<file path="src/rtl/ttlrs_pkg.sv">
// Shared types, constants and codes for the task table scheduler.
package ttlrs_pkg;

  localparam int SLOTS  = 64;
  localparam int SLOT_W = $clog2(SLOTS);
  localparam int CNT_W  = $clog2(SLOTS + 1);
  localparam int PID_W  = 7;
  localparam int RUN_W  = 32;
  localparam int CH_W   = 32;

  localparam logic [CH_W-1:0]  CHILD_TAG = 32'h8000_0000;
  localparam logic [PID_W-1:0] PID_SPILL = PID_W'(SLOTS + 1);

  localparam logic [2:0] RS_OK      = 3'd0;
  localparam logic [2:0] RS_FULL    = 3'd1;
  localparam logic [2:0] RS_IDLE    = 3'd2;
  localparam logic [2:0] RS_BLOCKED = 3'd3;
  localparam logic [2:0] RS_BAD_CH  = 3'd4;

  typedef enum logic [2:0] {
    ACT_SPAWN, ACT_YIELD, ACT_SCHEDULE, ACT_SLEEP, ACT_WAKEUP, ACT_EXIT, ACT_WAIT
  } act_t;

  typedef enum logic [2:0] {
    TS_FREE, TS_NEW, TS_RUNNABLE, TS_RUNNING, TS_WAIT, TS_ZOMBIE
  } task_st_t;

  typedef enum logic [2:0] {
    SC_NONE, SC_SPAWN, SC_SCHED, SC_WAKE, SC_PARENT, SC_REAP
  } scan_t;

  typedef enum logic [3:0] {
    S_IDLE, S_RDCUR, S_CAPCUR, S_SPAWN_SCAN, S_PIDSRCH, S_WRNEW, S_SCHED_SCAN,
    S_SCHFIN, S_WAKE_SCAN, S_WRCUR, S_PARENT_SCAN, S_REAP_SCAN, S_REAPWR, S_DONE
  } state_t;

  typedef struct packed {
    logic [PID_W-1:0] pid;
    logic [PID_W-1:0] ppid;
    task_st_t         st;
    logic [RUN_W-1:0] run;
    logic [CH_W-1:0]  wch;
    logic [31:0]      ev;
  } row_t;

  typedef struct packed {
    logic [2:0]         action;
    logic [30:0]        channel;
    logic signed [31:0] exit_value_in;
    logic [6:0]         target_pid;
  } item_t;

  typedef struct packed {
    logic [2:0]         status;
    logic               switched;
    logic [5:0]         slot_out;
    logic [6:0]         pid_out;
    logic signed [31:0] exit_value_out;
  } result_t;

  typedef struct packed {
    logic  load;
    logic  rd_cur;
    logic  cap_cur;
    scan_t scan;
    logic  pid_step;
    logic  wr_new;
    logic  wr_cur;
    logic  sch_fin;
    logic  reap_wr;
  } dp_cmd_t;

  typedef struct packed {
    logic [2:0] act;
    logic       ch_zero;
    logic       scan_done;
    logic       pid_done;
    logic       par_found;
    logic       reap_found;
  } dp_stat_t;

endpackage

</file>
<file path="src/rtl/ttlrs_ctrl.sv">
// Controller state machine sequencing the table scans for each event.
module ttlrs_ctrl import ttlrs_pkg::*; (
  input  logic     clk,
  input  logic     rst,
  input  logic     start,
  input  dp_stat_t stat,
  output dp_cmd_t  cmd,
  output logic     busy,
  output logic     done
);

  state_t state, state_next;

  always_ff @(posedge clk) begin
    if (rst) begin
      state <= S_IDLE;
    end else begin
      state <= state_next;
    end
  end

  always_comb begin
    state_next = state;
    cmd        = '0;
    cmd.scan   = SC_NONE;
    case (state)
      S_IDLE: begin
        if (start) begin
          cmd.load   = 1'b1;
          state_next = S_RDCUR;
        end
      end
      S_RDCUR: begin
        cmd.rd_cur = 1'b1;
        state_next = S_CAPCUR;
      end
      S_CAPCUR: begin
        cmd.cap_cur = 1'b1;
        case (stat.act)
          ACT_SPAWN:                        state_next = S_SPAWN_SCAN;
          ACT_YIELD, ACT_SCHEDULE, ACT_SLEEP: state_next = S_SCHED_SCAN;
          ACT_WAKEUP: state_next = stat.ch_zero ? S_DONE : S_WAKE_SCAN;
          ACT_EXIT:                         state_next = S_WRCUR;
          ACT_WAIT:                         state_next = S_REAP_SCAN;
          default:                          state_next = S_DONE;
        endcase
      end
      S_SPAWN_SCAN: begin
        cmd.scan = SC_SPAWN;
        if (stat.scan_done) begin
          state_next = S_PIDSRCH;
        end
      end
      S_PIDSRCH: begin
        cmd.pid_step = 1'b1;
        if (stat.pid_done) begin
          state_next = S_WRNEW;
        end
      end
      S_WRNEW: begin
        cmd.wr_new = 1'b1;
        state_next = S_DONE;
      end
      S_SCHED_SCAN: begin
        cmd.scan = SC_SCHED;
        if (stat.scan_done) begin
          state_next = S_SCHFIN;
        end
      end
      S_SCHFIN: begin
        cmd.sch_fin = 1'b1;
        state_next  = S_DONE;
      end
      S_WAKE_SCAN: begin
        cmd.scan = SC_WAKE;
        if (stat.scan_done) begin
          state_next = S_DONE;
        end
      end
      S_WRCUR: begin
        cmd.wr_cur = 1'b1;
        state_next = S_PARENT_SCAN;
      end
      S_PARENT_SCAN: begin
        cmd.scan = SC_PARENT;
        if (stat.scan_done) begin
          state_next = stat.par_found ? S_WAKE_SCAN : S_DONE;
        end
      end
      S_REAP_SCAN: begin
        cmd.scan = SC_REAP;
        if (stat.scan_done) begin
          state_next = stat.reap_found ? S_REAPWR : S_SCHED_SCAN;
        end
      end
      S_REAPWR: begin
        cmd.reap_wr = 1'b1;
        state_next  = S_DONE;
      end
      S_DONE: begin
        state_next = S_IDLE;
      end
      default: begin
        state_next = S_IDLE;
      end
    endcase
  end

  assign busy = (state != S_IDLE);
  assign done = (state == S_DONE);

endmodule

</file>
<file path="config.mk">
export PLATFORM = sky130hd
export DESIGN_NAME = ttlrs_ctrl
export DESIGN_NICKNAME = d
export VERILOG_FILES = /design/src/rtl/ttlrs_pkg.sv /design/src/rtl/ttlrs_ctrl.sv
export SDC_FILE = /design/constraint.sdc
export NUM_CORES = 1
export LEC_CHECK = 0
export ABC_AREA = 0
export BUFFER_PORTS_ARGS = -buffer_cell sky130_fd_sc_hd__buf_2
export CAP_MARGIN = 10
export CORE_ASPECT_RATIO = 1.25
export CORE_UTILIZATION = 30
export CTS_CLUSTER_SIZE = 8
export DETAILED_ROUTE_END_ITERATION = 6
export SLEW_MARGIN = 20
export SYNTH_ARGS = -nofsm -noshare
export SYNTH_HDL_FRONTEND = slang
export SYNTH_SLANG_ARGS = --single-unit
export TNS_END_PERCENT = 1
</file>
<file path="constraint.sdc">
create_clock -name clk -period 2.55 [get_ports clk]
set_input_delay 0.3825 -clock clk [delete_from_list [all_inputs] [get_ports clk]]
set_output_delay 0.3825 -clock clk [all_outputs]
set_load 0.02 [all_outputs]
</file>
* Word level (Yosys, flattened, before mapping) *
Cells that the tools add are included.

word-level totals
  register bits after elaboration = 4
  bits in latches = 0
  memory bits (writable) = 0
  memory bits (read-only) = 0
  input bits = 11
  word-level logic and storage cells = 55
  memories kept = 0

operators by class
  add/subtract/negate cells = 0
  multipliers = 0
  div/mod/pow operators = 0
  $lt $le $gt $ge = 0
  eq/ne operators = 26
  shifts and indexed selects = 0
  mux-type cells = 22
  bitwise gates (word level) = 0
  reduce and logical (&&, ||, !) cells = 6

operator list
  cell                                                                   count
  4-bit one-hot mux with 11 select lines                                 1
  4-bit two-way mux                                                      8
  4-bit equality test, second input constant                             6
  4-bit one-hot mux with 5 select lines                                  1
  4-bit by 3-bit equality test with 1-bit output, second input constant  4
  3-bit one-hot mux with 5 select lines                                  1
  2-bit != test, second input constant                                   7
  3-bit equality test, second input constant                             3
  1-bit two-way mux                                                      9
  4-bit by 2-bit equality test with 1-bit output, second input constant  2
  7-bit AND reduction                                                    1
  3-bit by 2-bit equality test with 1-bit output, second input constant  2
  3-bit two-way mux                                                      2
  3-bit OR reduction                                                     2
  4-bit by 1-bit equality test with 1-bit output, second input constant  1
  4-bit logical NOT                                                      1
  4-bit nonzero test                                                     1
  3-bit by 1-bit equality test with 1-bit output, second input constant  1
  3-bit logical NOT                                                      1

* Logic depth before layout (Yosys ltp) *
  depth in word-level cells = 4
  mapped depth = 7
  mapped depth without buffers = 5

* Worst setup path after synthesis *
No wires, ideal clock.

  kind = register to output
  start point = reg state[0]
  end point = out cmd[9] in the netlist's numbering
  arrival = 1.197 ns
  required time = 2.168 ns
  slack = 0.970 ns
  cell stages (with the launch flop) = 5
  buffers on the path = 2
  cell sequence = dfxtp_1 -> buf_2 -> buf_2 -> nand2_1 -> nor3_1

RTL lines
  what                    line              text
  start, declared         ttlrs_ctrl.sv:12  state_t state, state_next;
  start signal, assigned  ttlrs_ctrl.sv:18  state <= state_next;
  end, declared           ttlrs_ctrl.sv:7   output dp_cmd_t cmd,

==> key figures <==
GRT
  • First-pass GRT wire length: 2160 µm
  • Grt ovf: 0
  • Initial antenna violation count: 0
  • Busiest grt layer: met2
  • Largest net degree at the start of global routing: 20
  • Vias in the first global route: 542
  • GR Layer Usage met3: 0.0265
  • Grt met2 use: 0.228
  • GRT Util Overall: 0.145
  • M1 GR Usage: 0.197

Timing
  • Slew Limit Fails: 0
  • RSZ-0062 raised after global routing: false
  • Setup TNS: 0 ns
  • Time the worst path needs with I/O delays and setup: 1.98 ns
  • Worst-margin pin slew: 0.637 ns
  • Final hold violations: 0
  • Max Clock Freq: 505 MHz
  • Worst Clk Skew: 0.000549 ns
  • Worst setup margin: 0.570 ns
  • Slew margin rel.: 0.574
  • Fin crit share: 0.776
  • Endpoints failing setup: 0

Final layout
  • Layout area overhead: 21.7%
  • Nets: 120
  • Layout cells sized above 1: 0.299
  • Reg with most FFs: state
  • Antenna diodes: 0
  • Regs by FF count: state: 4 flops
  • Max reg flops: 4
  • Fillers: 192

Critical path
  • Worst path bufs/invs: 2
  • Critical-path cell list: inv_2 > nor3_1 > a21oi_1 > nor2_1 > buf_2
  • Register-to-Register Path Depth: 5
  • WP data required: 2.17 ns
  • CP max FO: 18
  • FF-to-FF Start: state[1]
  • Cell depth of the worst setup path: 5
  • Slowest CP cell: dfxtp_1
  • Reg2Reg Setup Slack: 0.88 ns
  • Crit path kind: flip-flop to primary output
  • Maximum cell stage delay along the critical path: 0.72 ns
  • Startpoint types: flip-flop
  • CP Data Arrival Time: 1.60 ns
  • Crit path from: state[3]
  • CP endpoint kind: primary output
  • Largest delay share family, worst path: flip-flops
  • Reg2reg end: state[3]

Floorplan
  • Row count: 17
  • Chip width: 40.6 µm
  • Core ar.: 1770 µm²
  • Initial Util: 0.316
  • Die H: 50.2 µm
  • Ports: 24
  • Die area: 2040 µm²

Min path
  • WHS Path Cells: 2
  • Worst hold path endpoint: state[1]
  • Hold Startpoint: rst
  • Worst Hold Class: primary input to flip-flop

Run
  • Max-cap viol count: 0

Routing
  • Vias per inst: 5.55
  • DR vias: 699
  • Drt initial violations: 17
  • DR DRC count: 0
  • Pre-antenna DRT Iters: 4
  • Final wirelength: 1480 µm
  • WL/cell: 11.7 µm
  • Post-DRT Antenna Nets: 0

Pwr
  • Clock share of power: 0.095
  • Net load switching power: 0.438 mW
  • Pint: 0.375 mW
  • Power Dens Cells: 1200 nW/µm²
  • Peak supply drop: 0.383 mV
  • Gate power share: 0.674
  • P_leak: 0.294 nW
  • Switching Share: 0.539
  • Sequential Power Share: 0.231

Placement
  • GPL Wtd Cong: 0.831
  • DP Wirelength: 1090 µm
  • Port Buffers: 23
  • Dpl ws: 0.817 ns

Clocking
  • TritonCTS clock tree: done
  • CTS H-tree depth: 1
  • CTS resizes: 0
  • Setup bufs post-CTS: 0
  • Clock latency on the worst-skew pair: 0.23 ns
  • TritonCTS buffer count: 3
  • Reg clk slew, reported paths: 0.04 ns
  • Clk buf depth: 2
  • CTS Root Cell: clkbuf_4
  • Clk sinks: 4
  • Cts hold-fix bufs: 0

Logic synthesis
  • Number of library cell types mapped by synthesis: 34
  • Yosys warns: 0
  • Avg Inst Size Synth: 6.41 µm²
  • Synth Cell Area: 558 µm²
  • Area leader, netlist: dfxtp_1
  • Share of the synthesized area in the top cell type: 0.143
  • Cell count after synthesis: 87
  • Syn_nets: 98
  • Post-synthesis sequential area ratio: 0.143
  • Ranking of synthesized cells by area: dfxtp_1, nor2_1, a21oi_1, nand2_1, nor3_1
  • Synth Register Bits: 4

Outcome
  • Status: finished clean
[synth_stat cells]
master / number
nor2b_1: 1
inv_2: 1
buf_6: 2
inv_1: 3
clkinv_1: 1
a31o_1: 1
buf_2: 5
a211o_1: 1
nor4bb_1: 1
or4b_1: 1
and4_4: 1
o21ai_0: 3
a21oi_1: 8
nand2b_4: 1
and3_1: 1
nand2b_1: 2
a32oi_1: 1
clkbuf_4: 1
or2b_1: 1
o2111ai_1: 1
a21boi_0: 1
nor2_1: 13
a31oi_1: 3
nor3_1: 6
a22o_1: 1
a211oi_1: 1
nand2_1: 10
nand2b_2: 1
o21ai_1: 2
o211ai_1: 2
dfxtp_1: 4
a311oi_1: 1
nand3_1: 3
mux2i_1: 2
[how the worst max path moves through the flow]
stage                   to  slack, ns
floorplan           cmd[9]       0.97
CTS                 cmd[6]       0.56
finish              cmd[6]       0.57
detailed placement  cmd[6]       0.82
global route        cmd[6]       0.37
global placement    cmd[6]       0.86
[stage by stage]
| stage | cell area, µm² | total power, mW | hold WS (ns) | instances | utilization |
|---|---|---|---|---|---|
| final | 679 | 0.813 | 0.355 | 126 | 0.385 |
| after global routing | 679 | 0.878 | 0.347 | 126 | 0.385 |
| after CTS | 679 | 0.816 | 0.349 | 126 | 0.385 |
| after detailed placement | 657 | 0.731 | 0.580 | 123 | 0.372 |
| after global placement | 657 | 0.731 | 0.592 | 123 | 0.372 |
| after floorplan | 558 | 0.624 | 0.452 | 87 | - |
[kinds of logic after synthesis]
logic type,synth area share
flops,0.144
buf+inv,0.132
compound gates,0.298
simple gates,0.390
mux,0.0359
[worst reg2reg max path: cells and delay by family (launching register included)]
kind | cells | cell delay, ns
AO/OA/AOI/OAI | 2 | 0.25
flip-flops | 1 | 0.67
AND/OR/NAND/NOR | 3 | 0.64
[power by group through the flow]
stage	sequential (mW)	clock [mW]	combinational, mW
after floorplan	0.0955	0	0.529
after global placement	0.187	0	0.544
after detailed placement	0.185	0	0.546
after CTS	0.186	0.0806	0.549
after global routing	0.199	0.0863	0.594
final	0.188	0.0773	0.547
[cells in the final DEF, fill, tap and decap left out]
cell type / netlist / layout
buf_2: 5 / 23
nor2_1: 13 / 13
nand2_1: 10 / 10
a21oi_1: 8 / 8
nor3_1: 6 / 6
dfxtp_1: 4 / 4
inv_1: 3 / 3
nand3_1: 3 / 3
o21ai_0: 3 / 3
a31oi_1: 3 / 3
clkbuf_4: 1 / 3
nand2b_1: 2 / 2
mux2i_1: 2 / 2
o21ai_1: 2 / 2
o211ai_1: 2 / 2
buf_4: 0 / 2
clkinv_1: 1 / 1
nand2b_4: 1 / 1
nand2b_2: 1 / 1
inv_2: 1 / 1
and3_1: 1 / 1
a31o_1: 1 / 1
nor2b_1: 1 / 1
nor4bb_1: 1 / 1
a211o_1: 1 / 1
and4_4: 1 / 1
a22o_1: 1 / 1
a211oi_1: 1 / 1
a32oi_1: 1 / 1
or2b_1: 1 / 1
a311oi_1: 1 / 1
a21boi_0: 1 / 1
or4b_1: 1 / 1
o2111ai_1: 1 / 1
[routing by layer]
metal,up-vias,share of wire
li1,353,-
met1,325,0.46
met2,21,0.48
met3,0,0.055
met4,0,0
met5,-,0
[cell type report]
class	count	area, µm²	area share
clock buffer	3	22.5	0.0331
inverter	5	18.8	0.0276
multi-input combinational	70	404	0.595
sequential	4	80.1	0.118
tap	19	23.8	0.0350
timing repair buffer	25	130	0.192
Note: power is estimated with default switching activity, not from simulation.
